<file path="config.mk">
export PLATFORM = sky130hd
export DESIGN_NAME = multi_stream_shared_queue_top_flat
export DESIGN_NICKNAME = d
export VERILOG_FILES = /design/src/sv/msq_pkg.sv /design/src/sv/msq_if.sv /design/src/sv/msq_ctrl.sv /design/src/sv/msq_dp.sv /design/src/sv/multi_stream_shared_queue_top.sv /design/src/flat_wrapper.sv
export SDC_FILE = /design/constraint.sdc
export NUM_CORES = 2
export LEC_CHECK = 0
export BUFFER_PORTS_ARGS = -buffer_cell sky130_fd_sc_hd__buf_2
export CORE_MARGIN = 10
export CORE_UTILIZATION = 45
export CTS_BUF_LIST = sky130_fd_sc_hd__clkbuf_4
export DETAILED_ROUTE_END_ITERATION = 8
export GPL_ROUTABILITY_DRIVEN = 0
export SYNTH_ARGS = -nofsm -noshare
export SYNTH_HDL_FRONTEND = slang
export SYNTH_SLANG_ARGS = --single-unit
</file>
<file path="constraint.sdc">
create_clock -name clk -period 8.5 [get_ports clk]
set_clock_uncertainty 0.2 [all_clocks]
set_input_delay 0.425 -clock clk [delete_from_list [all_inputs] [get_ports clk]]
set_output_delay 0.425 -clock clk [all_outputs]
set_load 0.05 [all_outputs]
</file>
<file path="src/sv/msq_pkg.sv">
// Package: shared types and codes for the multi-stream shared queue.
`default_nettype none
package msq_pkg;
    localparam logic [2:0] ACT_SEND        = 3'd0;
    localparam logic [2:0] ACT_RECV        = 3'd1;
    localparam logic [2:0] ACT_SEND_FINISH = 3'd2;
    localparam logic [2:0] ACT_RECV_FINISH = 3'd3;
    localparam logic [2:0] ACT_SET_CHOKE   = 3'd4;

    localparam logic [2:0] ST_OK      = 3'd0;
    localparam logic [2:0] ST_FULL    = 3'd1;
    localparam logic [2:0] ST_INVALID = 3'd2;
    localparam logic [2:0] ST_EOF     = 3'd3;
    localparam logic [2:0] ST_AGAIN   = 3'd4;

    localparam logic [3:0] NO_STREAM = 4'hF;

    localparam logic REG_LIMIT = 1'b0;
    localparam logic REG_TOTAL = 1'b1;

    // controller -> datapath commands
    typedef struct packed {
        logic start;      // latch request fields (action, stream, payload, choke value)
        logic pop;        // pop head entry (read data valid next cycle)
        logic judge;      // evaluate popped head
        logic scan;       // evaluate flag scan for empty queue
        logic emit;       // load output register
    } msq_cmd_t;

    // datapath -> controller status
    typedef struct packed {
        logic is_recv;
        logic choked;
        logic empty;
        logic head_dead;
    } msq_stat_t;
endpackage
`default_nettype wire

</file>
<file path="src/sv/msq_if.sv">
// Interfaces: request and result channels.
`default_nettype none
interface msq_req_if;
    logic        valid;
    logic        ready;
    logic [2:0]  action;
    logic [2:0]  stream;
    logic [31:0] payload;
    logic        choke_value;
    modport source (output valid, action, stream, payload, choke_value, input ready);
    modport sink   (input valid, action, stream, payload, choke_value, output ready);
endinterface

interface msq_rsp_if;
    logic              valid;
    logic              ready;
    logic [2:0]        status;
    logic signed [3:0] stream_out;
    logic [31:0]       payload_out;
    modport source (output valid, status, stream_out, payload_out, input ready);
    modport sink   (input valid, status, stream_out, payload_out, output ready);
endinterface
`default_nettype wire

</file>
<file path="src/sv/msq_ctrl.sv">
// Controller: sequences one request through the datapath.
`default_nettype none
module msq_ctrl (
    input  wire logic              clk,
    input  wire logic              rst_n,
    input  wire logic              in_valid,
    output logic                   in_ready,
    output logic                   out_valid,
    input  wire logic              out_ready,
    input  wire msq_pkg::msq_stat_t stat,
    output msq_pkg::msq_cmd_t      cmd
);
    import msq_pkg::*;

    localparam logic [2:0] S_IDLE  = 3'd0;
    localparam logic [2:0] S_DEC   = 3'd1;
    localparam logic [2:0] S_READ  = 3'd2;
    localparam logic [2:0] S_JUDGE = 3'd3;
    localparam logic [2:0] S_SCAN  = 3'd4;

    logic [2:0] state_reg, state_next;
    logic       ovalid_reg, ovalid_next;

    // new request only when output slot free or being drained
    assign in_ready  = (state_reg == S_IDLE) && (!ovalid_reg || out_ready);
    assign out_valid = ovalid_reg;

    always_comb
    begin
        state_next  = state_reg;
        ovalid_next = ovalid_reg && !out_ready;
        cmd         = '0;
        unique case (state_reg)
            S_IDLE:
            begin
                if (in_valid && in_ready)
                begin
                    cmd.start  = 1'b1;
                    state_next = S_DEC;
                end
            end
            S_DEC:
            begin
                if (stat.is_recv && !stat.choked)
                begin
                    if (stat.empty)
                        state_next = S_SCAN;
                    else
                    begin
                        cmd.pop    = 1'b1;
                        state_next = S_READ;
                    end
                end
                else
                begin
                    cmd.emit    = 1'b1;
                    ovalid_next = 1'b1;
                    state_next  = S_IDLE;
                end
            end
            S_READ:
                state_next = S_JUDGE;
            S_JUDGE:
            begin
                if (!stat.head_dead)
                begin
                    cmd.judge   = 1'b1;
                    cmd.emit    = 1'b1;
                    ovalid_next = 1'b1;
                    state_next  = S_IDLE;
                end
                else if (stat.empty)
                    state_next = S_SCAN;
                else
                begin
                    cmd.pop    = 1'b1;
                    state_next = S_READ;
                end
            end
            S_SCAN:
            begin
                cmd.scan    = 1'b1;
                cmd.emit    = 1'b1;
                ovalid_next = 1'b1;
                state_next  = S_IDLE;
            end
            default:
                state_next = S_IDLE;
        endcase
    end

    always_ff @(posedge clk or negedge rst_n)
    begin
        if (!rst_n)
        begin
            state_reg  <= S_IDLE;
            ovalid_reg <= 1'b0;
        end
        else
        begin
            state_reg  <= state_next;
            ovalid_reg <= ovalid_next;
        end
    end

    a_emit_idle: assert property (@(posedge clk) disable iff (!rst_n)
        cmd.emit |=> state_reg == S_IDLE && ovalid_reg)
        else $error("emit did not return to idle");
    a_ready_idle: assert property (@(posedge clk) disable iff (!rst_n)
        in_ready |-> state_reg == S_IDLE)
        else $error("ready outside idle");
    a_read_judge: assert property (@(posedge clk) disable iff (!rst_n)
        state_reg == S_READ |=> state_reg == S_JUDGE)
        else $error("read not followed by judge");
endmodule
`default_nettype wire

</file>
<file path="src/sv/msq_dp.sv">
// Datapath: queue memory, pointers, per-stream counters and flags.
`default_nettype none
module msq_dp #(
    parameter int MAX_STREAMS   = 8,
    parameter int FIFO_DEPTH    = 64,
    parameter int PAYLOAD_WIDTH = 32
) (
    input  wire logic               clk,
    input  wire logic               rst_n,
    input  wire logic               cfg_we,
    input  wire logic               cfg_index,
    input  wire logic [3:0]         cfg_data,
    input  wire logic [2:0]         action,
    input  wire logic [2:0]         stream,
    input  wire logic [31:0]        payload,
    input  wire logic               choke_value,
    input  wire msq_pkg::msq_cmd_t  cmd,
    output msq_pkg::msq_stat_t      stat,
    output logic [2:0]              status,
    output logic signed [3:0]       stream_out,
    output logic [31:0]             payload_out
);
    import msq_pkg::*;

    localparam int AW = (FIFO_DEPTH > 1) ? $clog2(FIFO_DEPTH) : 1;
    localparam int FW = $clog2(FIFO_DEPTH + 1);
    localparam int SW = (MAX_STREAMS > 1) ? $clog2(MAX_STREAMS) : 1;
    localparam int PW = (PAYLOAD_WIDTH < 32) ? PAYLOAD_WIDTH : 32;

    logic [SW-1:0]         mem_s [FIFO_DEPTH];
    logic [PW-1:0]         mem_p [FIFO_DEPTH];
    logic [SW-1:0]         head_s_reg;
    logic [PW-1:0]         head_p_reg;
    logic                  pop_d_reg;
    logic [AW-1:0]         rptr_reg, wptr_reg;
    logic [FW-1:0]         fill_reg;
    logic [FW-1:0]         occ_reg [MAX_STREAMS];
    logic [MAX_STREAMS-1:0] sdone_reg, rdone_reg;
    logic                  choke_reg;
    logic [3:0]            limit_reg, total_reg;
    logic [2:0]            act_reg;
    logic [2:0]            strm_reg;
    logic [31:0]           pay_reg;
    logic                  chv_reg;
    logic [2:0]            res_st;
    logic [3:0]            res_s;
    logic [31:0]           res_p;
    logic [2:0]            st_reg;
    logic [3:0]            so_reg;
    logic [31:0]           po_reg;

    // clamped configuration
    logic [FW:0] eff_limit;
    logic [6:0]  eff_total;
    always_comb
    begin
        eff_limit = (limit_reg == 4'd0) ? (FW+1)'(1) : (FW+1)'(limit_reg);
        if (eff_limit > (FW+1)'(FIFO_DEPTH))
            eff_limit = (FW+1)'(FIFO_DEPTH);
        eff_total = (total_reg == 4'd0) ? 7'd1 : 7'(total_reg);
        if (eff_total > 7'(MAX_STREAMS))
            eff_total = 7'(MAX_STREAMS);
    end

    logic          s_ok;
    logic [SW-1:0] s_idx;
    assign s_ok  = 7'(strm_reg) < eff_total;
    assign s_idx = SW'(strm_reg);

    // scan of finish flags over streams in use (at most MAX_STREAMS flags)
    logic            scan_hit;
    logic [SW-1:0]   scan_idx;
    logic            all_done;
    always_comb
    begin
        scan_hit = 1'b0;
        scan_idx = '0;
        all_done = 1'b1;
        for (int i = MAX_STREAMS - 1; i >= 0; i--)
        begin
            if (7'(i) < eff_total)
            begin
                if (sdone_reg[i] && !rdone_reg[i])
                begin
                    scan_hit = 1'b1;
                    scan_idx = SW'(i);
                end
                if (!rdone_reg[i])
                    all_done = 1'b0;
            end
        end
    end

    assign stat.is_recv   = act_reg == ACT_RECV;
    assign stat.choked    = choke_reg;
    assign stat.empty     = fill_reg == '0;
    assign stat.head_dead = rdone_reg[head_s_reg];

    // memory
    logic do_push;
    always_ff @(posedge clk)
    begin
        if (do_push)
        begin
            mem_s[wptr_reg] <= s_idx;
            mem_p[wptr_reg] <= PW'(pay_reg);
        end
        if (cmd.pop)
        begin
            head_s_reg <= mem_s[rptr_reg];
            head_p_reg <= mem_p[rptr_reg];
        end
    end

    // result for non-receive actions and choked receives, decided in S_DEC
    logic [2:0] dec_st;
    logic       occ_full;
    assign occ_full = (FW+1)'(occ_reg[s_idx]) >= eff_limit
                      || fill_reg >= FW'(FIFO_DEPTH);
    always_comb
    begin
        do_push = 1'b0;
        dec_st  = ST_INVALID;
        unique case (act_reg)
            ACT_SEND:
                if (!s_ok || sdone_reg[s_idx]) dec_st = ST_INVALID;
                else if (rdone_reg[s_idx])     dec_st = ST_EOF;
                else if (occ_full)             dec_st = ST_FULL;
                else
                begin
                    dec_st  = ST_OK;
                    do_push = cmd.emit;
                end
            ACT_RECV:        dec_st = ST_AGAIN;
            ACT_SEND_FINISH: dec_st = s_ok ? ST_OK : ST_INVALID;
            ACT_RECV_FINISH: dec_st = s_ok ? ST_OK : ST_INVALID;
            ACT_SET_CHOKE:   dec_st = ST_OK;
            default:         dec_st = ST_INVALID;
        endcase
    end

    always_comb
    begin
        res_st = dec_st;
        res_s  = NO_STREAM;
        res_p  = '0;
        if (cmd.judge)
        begin
            res_st = ST_OK;
            res_s  = 4'(head_s_reg);
            res_p  = 32'(head_p_reg);
        end
        else if (cmd.scan)
        begin
            res_st = scan_hit ? ST_EOF : (all_done ? ST_EOF : ST_AGAIN);
            res_s  = scan_hit ? 4'(scan_idx) : NO_STREAM;
        end
    end

    logic fin_decide;
    assign fin_decide = cmd.emit && !cmd.judge && !cmd.scan;

    always_ff @(posedge clk or negedge rst_n)
    begin
        if (!rst_n)
        begin
            rptr_reg  <= '0;
            wptr_reg  <= '0;
            fill_reg  <= '0;
            sdone_reg <= '0;
            rdone_reg <= '0;
            choke_reg <= 1'b0;
            limit_reg <= 4'd8;
            total_reg <= 4'd8;
            pop_d_reg <= 1'b0;
            for (int i = 0; i < MAX_STREAMS; i++)
                occ_reg[i] <= '0;
        end
        else
        begin
            pop_d_reg <= cmd.pop;
            if (cfg_we)
            begin
                if (cfg_index == REG_LIMIT) limit_reg <= cfg_data;
                else                        total_reg <= cfg_data;
            end
            if (do_push)
            begin
                wptr_reg <= (32'(wptr_reg) + 1 >= FIFO_DEPTH) ? '0 : wptr_reg + 1'b1;
                fill_reg <= fill_reg + 1'b1;
                occ_reg[s_idx] <= occ_reg[s_idx] + 1'b1;
            end
            if (cmd.pop)
            begin
                rptr_reg <= (32'(rptr_reg) + 1 >= FIFO_DEPTH) ? '0 : rptr_reg + 1'b1;
                fill_reg <= fill_reg - 1'b1;
            end
            // popped entry's stream is in the head register in the cycle after the pop
            if (pop_d_reg)
            begin
                if (occ_reg[head_s_reg] != '0)
                    occ_reg[head_s_reg] <= occ_reg[head_s_reg] - 1'b1;
            end
            if (fin_decide && s_ok)
            begin
                if (act_reg == ACT_SEND && !sdone_reg[s_idx] && rdone_reg[s_idx])
                    sdone_reg[s_idx] <= 1'b1;
                if (act_reg == ACT_SEND_FINISH)
                begin
                    sdone_reg[s_idx] <= 1'b1;
                    choke_reg        <= 1'b0;
                end
                if (act_reg == ACT_RECV_FINISH)
                    rdone_reg[s_idx] <= 1'b1;
            end
            if (fin_decide && act_reg == ACT_SET_CHOKE)
                choke_reg <= chv_reg;
            if (cmd.scan && scan_hit)
                rdone_reg[scan_idx] <= 1'b1;
        end
    end

    always_ff @(posedge clk)
    begin
        if (cmd.start)
        begin
            act_reg  <= action;
            strm_reg <= stream;
            pay_reg  <= payload;
            chv_reg  <= choke_value;
        end
        if (cmd.emit)
        begin
            st_reg <= res_st;
            so_reg <= res_s;
            po_reg <= res_p;
        end
    end

    assign status      = st_reg;
    assign stream_out  = so_reg;
    assign payload_out = po_reg;

    a_fill_bound: assert property (@(posedge clk) disable iff (!rst_n)
        fill_reg <= FW'(FIFO_DEPTH))
        else $error("fill level above depth");
    a_no_pop_empty: assert property (@(posedge clk) disable iff (!rst_n)
        cmd.pop |-> fill_reg != '0)
        else $error("pop from empty queue");
    a_push_not_full: assert property (@(posedge clk) disable iff (!rst_n)
        do_push |-> fill_reg < FW'(FIFO_DEPTH))
        else $error("push into full queue");
endmodule
`default_nettype wire

</file>
<file path="src/sv/multi_stream_shared_queue_top.sv">
// Top level: multi-stream shared queue with per-stream occupancy limit.
// One request is handled at a time. Send, finish and choke requests are
// decoded in the cycle after acceptance, and the result register is
// loaded as the decode state ends. A receive that finds a live head
// entry goes through pop, memory read and check of the entry's stream
// before its result is loaded; each dropped entry of a receive-finished
// stream adds another memory read and check. A receive on an empty queue
// answers after a flag scan, also when the last dropped entry leaves the
// queue empty. A choked receive answers from the decode state like a
// send. A new request is taken only while the controller is idle and the
// result register is empty or being drained at that edge, so a stalled
// result holds off the input. No clearing pass is needed after reset.
`default_nettype none
module multi_stream_shared_queue_top #(
    parameter int MAX_STREAMS   = 8,
    parameter int FIFO_DEPTH    = 64,
    parameter int PAYLOAD_WIDTH = 32
) (
    input  wire logic       clk,
    input  wire logic       rst_n,
    input  wire logic       cfg_we,
    input  wire logic       cfg_index,
    input  wire logic [3:0] cfg_data,
    msq_req_if.sink         req,
    msq_rsp_if.source       rsp
);
    import msq_pkg::*;

    msq_cmd_t  cmd;
    msq_stat_t stat;

    // controller: handshake and sequencing
    msq_ctrl u_ctrl (
        .clk       (clk),
        .rst_n     (rst_n),
        .in_valid  (req.valid),
        .in_ready  (req.ready),
        .out_valid (rsp.valid),
        .out_ready (rsp.ready),
        .stat      (stat),
        .cmd       (cmd)
    );

    // datapath: queue storage and per-stream state
    msq_dp #(
        .MAX_STREAMS   (MAX_STREAMS),
        .FIFO_DEPTH    (FIFO_DEPTH),
        .PAYLOAD_WIDTH (PAYLOAD_WIDTH)
    ) u_dp (
        .clk         (clk),
        .rst_n       (rst_n),
        .cfg_we      (cfg_we),
        .cfg_index   (cfg_index),
        .cfg_data    (cfg_data),
        .action      (req.action),
        .stream      (req.stream),
        .payload     (req.payload),
        .choke_value (req.choke_value),
        .cmd         (cmd),
        .stat        (stat),
        .status      (rsp.status),
        .stream_out  (rsp.stream_out),
        .payload_out (rsp.payload_out)
    );

    a_rsp_hold: assert property (@(posedge clk) disable iff (!rst_n)
        rsp.valid && !rsp.ready |=> rsp.valid && $stable(rsp.status))
        else $error("result changed while stalled");
    a_one_inflight: assert property (@(posedge clk) disable iff (!rst_n)
        req.valid && req.ready |=> !req.ready)
        else $error("second request accepted while busy");
    a_status_range: assert property (@(posedge clk) disable iff (!rst_n)
        rsp.valid |-> rsp.status <= ST_AGAIN)
        else $error("status code out of range");
endmodule
`default_nettype wire

</file>
<file path="src/flat_wrapper.sv">
// flat-port wrapper written by rule: the top's interface ports become plain ports
module multi_stream_shared_queue_top_flat import msq_pkg::*;
#(
    parameter int MAX_STREAMS   = 8,
    parameter int FIFO_DEPTH    = 64,
    parameter int PAYLOAD_WIDTH = 32
)
  (clk, rst_n, cfg_we, cfg_index, cfg_data, req_valid, req_action, req_stream, req_payload, req_choke_value, req_ready, rsp_valid, rsp_status, rsp_stream_out, rsp_payload_out, rsp_ready);
  msq_req_if req_i ();
  msq_rsp_if rsp_i ();
  input  wire logic clk;
  input  wire logic rst_n;
  input  wire logic cfg_we;
  input  wire logic cfg_index;
  input  wire logic [3:0] cfg_data;
  input wire logic [$bits(req_i.valid)-1:0] req_valid;
  input wire logic [$bits(req_i.action)-1:0] req_action;
  input wire logic [$bits(req_i.stream)-1:0] req_stream;
  input wire logic [$bits(req_i.payload)-1:0] req_payload;
  input wire logic [$bits(req_i.choke_value)-1:0] req_choke_value;
  output wire logic [$bits(req_i.ready)-1:0] req_ready;
  output wire logic [$bits(rsp_i.valid)-1:0] rsp_valid;
  output wire logic [$bits(rsp_i.status)-1:0] rsp_status;
  output wire logic [$bits(rsp_i.stream_out)-1:0] rsp_stream_out;
  output wire logic [$bits(rsp_i.payload_out)-1:0] rsp_payload_out;
  input wire logic [$bits(rsp_i.ready)-1:0] rsp_ready;
  assign req_i.valid = req_valid;
  assign req_i.action = req_action;
  assign req_i.stream = req_stream;
  assign req_i.payload = req_payload;
  assign req_i.choke_value = req_choke_value;
  assign req_ready = req_i.ready;
  assign rsp_valid = rsp_i.valid;
  assign rsp_status = rsp_i.status;
  assign rsp_stream_out = rsp_i.stream_out;
  assign rsp_payload_out = rsp_i.payload_out;
  assign rsp_i.ready = rsp_ready;
  multi_stream_shared_queue_top #(.MAX_STREAMS(MAX_STREAMS), .FIFO_DEPTH(FIFO_DEPTH), .PAYLOAD_WIDTH(PAYLOAD_WIDTH)) u_core (.clk(clk), .rst_n(rst_n), .cfg_we(cfg_we), .cfg_index(cfg_index), .cfg_data(cfg_data), .req(req_i), .rsp(rsp_i));
endmodule
</file>
==> results.md <==
### Run status
* outcome: completed

### Clocking
* TritonCTS clock tree: done
* number of H-tree branching levels: 6
* Root Driver: sky130_fd_sc_hd__clkbuf_4
* clk_lat worst skew: 1.40 ns
* Post-CTS Setup Repair Bufs: 0
* CTS Sinks: 2458
* total clock buffers created by CTS: 639
* clock transition time at the flip-flop clock pins of the worst setup and hold paths: 0.07 ns
* maximum count of clock buffers along a single path: 4

### Min path
* Worst Hold Path Cells: 3
* Hold EP: u_core.u_dp.act_reg[1]$_DFFE_PP_
* Hold Path Origin: req_action[1]
* worst min-delay path class: in2reg

### Final layout
* growth of design area from synthesis to finish: 14.2%
* post-route cell area: 109000 µm²
* Total Nets Final: 4944
* max reg flops: 2048
* Non-Filler Instances: 8122
* layout cell share with drive strength beyond 1: 39.0%

### Logic synthesis
* post-synthesis async set-or-reset flop share: 4.27%
* top-area cell type share of the netlist area: 73.8%
* most instantiated library cell after synthesis: sky130_fd_sc_hd__edfxtp_1
* Synth Register Bits: 2458
* share of synthesized area occupied by flip-flops and latches: 76.5%
* total standard cell area after synthesis: 95800 µm²
* average cell area after synthesis: 23.3 µm²
* most common flop cell mapped by yosys: sky130_fd_sc_hd__edfxtp_1
* nets in the synthesized netlist: 4173
* gate count of the mapped netlist: 4107
* Distinct cells, synth: 86
* Post-synth top cells: sky130_fd_sc_hd__edfxtp_1 (2353), sky130_fd_sc_hd__mux4_2 (755), sky130_fd_sc_hd__clkbuf_1 (119)
* cell type contributing the most total cell area after synthesis: sky130_fd_sc_hd__edfxtp_1
* Post-synth EDFFs: 2353
* top post-synthesis cells by area: sky130_fd_sc_hd__edfxtp_1 (74%), sky130_fd_sc_hd__mux4_2 (18%), sky130_fd_sc_hd__dfrtp_1 (2.7%)
* number of warning messages in the yosys log: 0

### Critical path
* slowest CP cell: sky130_fd_sc_hd__nor2_4
* maximum net fanout on the critical path: 93
* Reg-to-Reg Start: u_core.u_dp.s_idx[1]$_DFFE_PP_
* kind of start point of the critical path: flip-flop
* required time of the critical path: 9.33 ns
* endpoint type of the worst setup path: flip-flop
* Worst path max stage delay: 0.94 ns
* dominant cell type by count on the critical path: sky130_fd_sc_hd__buf_4
* path type of the worst setup path: reg2reg
* end of the worst register-to-register path: u_core.u_dp.mem_p[38][21]$_DFFE_PP_
* worst path cell trace: buf_12, nor2b_1, and2_1, a22oi_1, nand2_1, ha_1, a211oi_1, o221ai_1, nand3b_1, nor4_4, buf_4, nand4_2, nor2_4, buf_4
* worst reg-to-reg setup slack: 2.26 ns
* depth of the worst register-to-register path: 14
* critical path arrival: 7.07 ns

### Place
* worst setup timing slack at the placement stage: 2.39 ns
* placed instance area: 100000 µm²
* count of input and output buffers: 89
* number of placed instances, taps included: 6925
* DPL Wire Length: 148000 µm

### Die
* area enclosed by the die boundary: 232000 µm²
* Starting Density: 45.2%
* overall die width: 481 µm
* Boundary Pins: 90
* floorplan core area: 212000 µm²
* Site Rows: 169
* floorplan die height: 481 µm

### Global route
* initial antenna violation count: 39
* wire length of the first global-routing pass: 352000 µm
* maximum number of pins on one net before global-route repair: 129
* GRT overflow: 0
* number of global-route vias before repair: 48690
* total global routing track utilization: 21.0%

### STA
* RSZ-0062 raised after global routing: no
* setup_tns: 0 ns
* achievable frequency: 0.160 GHz
* Worst Tran Pin Value: 1.26 ns
* Final Hold Vio Count: 0
* Final Max Slew Viols: 0
* share of the clock period used by the worst path after layout: 73.5%
* total setup violations reported at the end of the flow: 0
* crit path setup slack, layout: 2.26 ns
* Relative slew margins: 15.6%
* crit path time final: 6.24 ns

### Power and ir drop
* static leakage: 34.9 nW
* Power Density: 286 nW/µm²
* total design power: 0.0312 W
* Peak supply drop: 0.292 mV

### Route
* WL/cell: 29.9 µm
* detailed-route via count: 47260
* iteration count of the initial detailed-routing pass: 5
* remaining antenna violation count after routing: 0
* DRT Wirelength: 243000 µm
* final routed DRC violation total: 0
* Avg Vias per Cell: 5.82
* number of DRC violations after detailed-routing iteration 0: 4820

### Run
* Max-cap violations: 0

## layout by cell type (no fill, tap or decap), types with 7 or more instances in the layout
| cell | netlist | routed |
|---|---|---|
| sky130_fd_sc_hd__mux2_2 | 15 | 15 |
| sky130_fd_sc_hd__edfxtp_1 | 2353 | 2353 |
| sky130_fd_sc_hd__nor2b_1 | 11 | 10 |
| sky130_fd_sc_hd__nor4_4 | 6 | 7 |
| sky130_fd_sc_hd__and2_1 | 8 | 7 |
| sky130_fd_sc_hd__inv_1 | 23 | 21 |
| sky130_fd_sc_hd__diode_2 | 0 | 16 |
| sky130_fd_sc_hd__nand2b_1 | 12 | 12 |
| sky130_fd_sc_hd__bufinv_16 | 0 | 9 |
| sky130_fd_sc_hd__a31o_1 | 7 | 7 |
| sky130_fd_sc_hd__mux2i_1 | 31 | 31 |
| sky130_fd_sc_hd__mux4_2 | 755 | 755 |
| sky130_fd_sc_hd__nand3b_1 | 17 | 17 |
| sky130_fd_sc_hd__nor2_4 | 0 | 64 |
| sky130_fd_sc_hd__nor3_1 | 13 | 13 |
| sky130_fd_sc_hd__buf_2 | 70 | 88 |
| sky130_fd_sc_hd__clkinv_1 | 1 | 95 |
| sky130_fd_sc_hd__ha_1 | 16 | 16 |
| sky130_fd_sc_hd__nor2_1 | 106 | 42 |
| sky130_fd_sc_hd__a21oi_1 | 33 | 33 |
| sky130_fd_sc_hd__clkinv_2 | 0 | 20 |
| sky130_fd_sc_hd__nand3_1 | 36 | 36 |
| sky130_fd_sc_hd__nand2_1 | 108 | 108 |
| sky130_fd_sc_hd__clkbuf_4 | 0 | 908 |
| sky130_fd_sc_hd__buf_12 | 1 | 11 |
| sky130_fd_sc_hd__xnor2_1 | 17 | 17 |
| sky130_fd_sc_hd__o21bai_1 | 16 | 16 |
| sky130_fd_sc_hd__and3_1 | 49 | 49 |
| sky130_fd_sc_hd__dlygate4sd3_1 | 0 | 132 |
| sky130_fd_sc_hd__o22ai_1 | 12 | 12 |
| sky130_fd_sc_hd__a22oi_1 | 9 | 9 |
| sky130_fd_sc_hd__inv_2 | 2 | 17 |
| sky130_fd_sc_hd__o21ai_0 | 21 | 21 |
| sky130_fd_sc_hd__dfrtp_1 | 103 | 97 |
| sky130_fd_sc_hd__buf_4 | 6 | 113 |
## kinds of logic after synthesis
kind of cell | share of synthesized area (%)
flip-flops | 76.5
AO/OA/AOI/OAI | 1.22
XOR/XNOR | 0.155
buffers and inverters | 1.12
multiplexers | 18.4
AND/OR/NAND/NOR | 2.31
adder cells (fa/ha/maj) | 0.230
## how the worst max path moves through the flow
stage / from / to / slack, ns / depth (start not counted)
2_1_floorplan: u_core.u_dp.s_idx[2]$_DFFE_PP_ / u_core.u_dp.mem_p[43][0]$_DFFE_PP_ / 1.90 / 19
3_3_place_gp: u_core.u_dp.s_idx[1]$_DFFE_PP_ / u_core.u_dp.mem_p[38][12]$_DFFE_PP_ / 2.44 / 14
3_5_place_dp: u_core.u_dp.s_idx[1]$_DFFE_PP_ / u_core.u_dp.mem_s[46][1]$_DFFE_PP_ / 2.39 / 14
4_1_cts: u_core.u_dp.s_idx[1]$_DFFE_PP_ / u_core.u_dp.mem_p[46][6]$_DFFE_PP_ / 2.31 / 14
5_1_grt: u_core.u_dp.s_idx[1]$_DFFE_PP_ / u_core.u_dp.mem_s[46][0]$_DFFE_PP_ / 1.98 / 14
6_report: u_core.u_dp.s_idx[1]$_DFFE_PP_ / u_core.u_dp.mem_p[38][21]$_DFFE_PP_ / 2.26 / 14
## timing repair
action,4_1_cts,5_1_grt
hold buffers,133,0
endpoints found under the hold margin,195,0
resized for setup,0,0
endpoints found under the setup margin,0,0
## critical path: cells and delay by family (launching register included)
family	cells	cell delay [ns]
fa+ha+maj	1	0.24
simple gates	7	3.17
flops	1	0.38
compound gates	3	0.53
buf+inv	3	1.18
## power breakdown
part | leakage [nW] | switching (W) | total [W] | internal, W
Clock | 4.59 | 0.00467 | 0.00982 | 0.00515
Sequential | 22.6 | 0.000258 | 0.0143 | 0.0140
Combinational | 7.73 | 0.00425 | 0.00712 | 0.00286
## stage by stage
step	util, %	hold slack, ns
2_1_floorplan	-	-0.0706
3_3_place_gp	47.4	0.285
3_5_place_dp	47.4	0.292
4_1_cts	51.6	0.000888
5_1_grt	51.6	0.00340
6_report	51.6	0.146
## routing by layer
metal / track usage, % / vias to the layer above / part of all wire (%)
met3: 5.09 / 342 / 8.2
met1: 30.1 / 25326 / 42
met5: 0 / - / 0.0053
met4: 6.10 / 2 / 2.3
met2: 32.1 / 2056 / 47
li1: - / 19534 / -
## final cells by class
cell class / instances / area, µm²
clock buffer: 908 / 6820
multi-input combinational: 1408 / 21900
antenna: 16 / 40.0
timing repair buffer: 345 / 2860
fill: 16863 / 103000
sequential: 2458 / 73300
tap: 2821 / 3530
clock inverter: 140 / 803
inverter: 26 / 97.6
(Power assumes the default switching activity.)
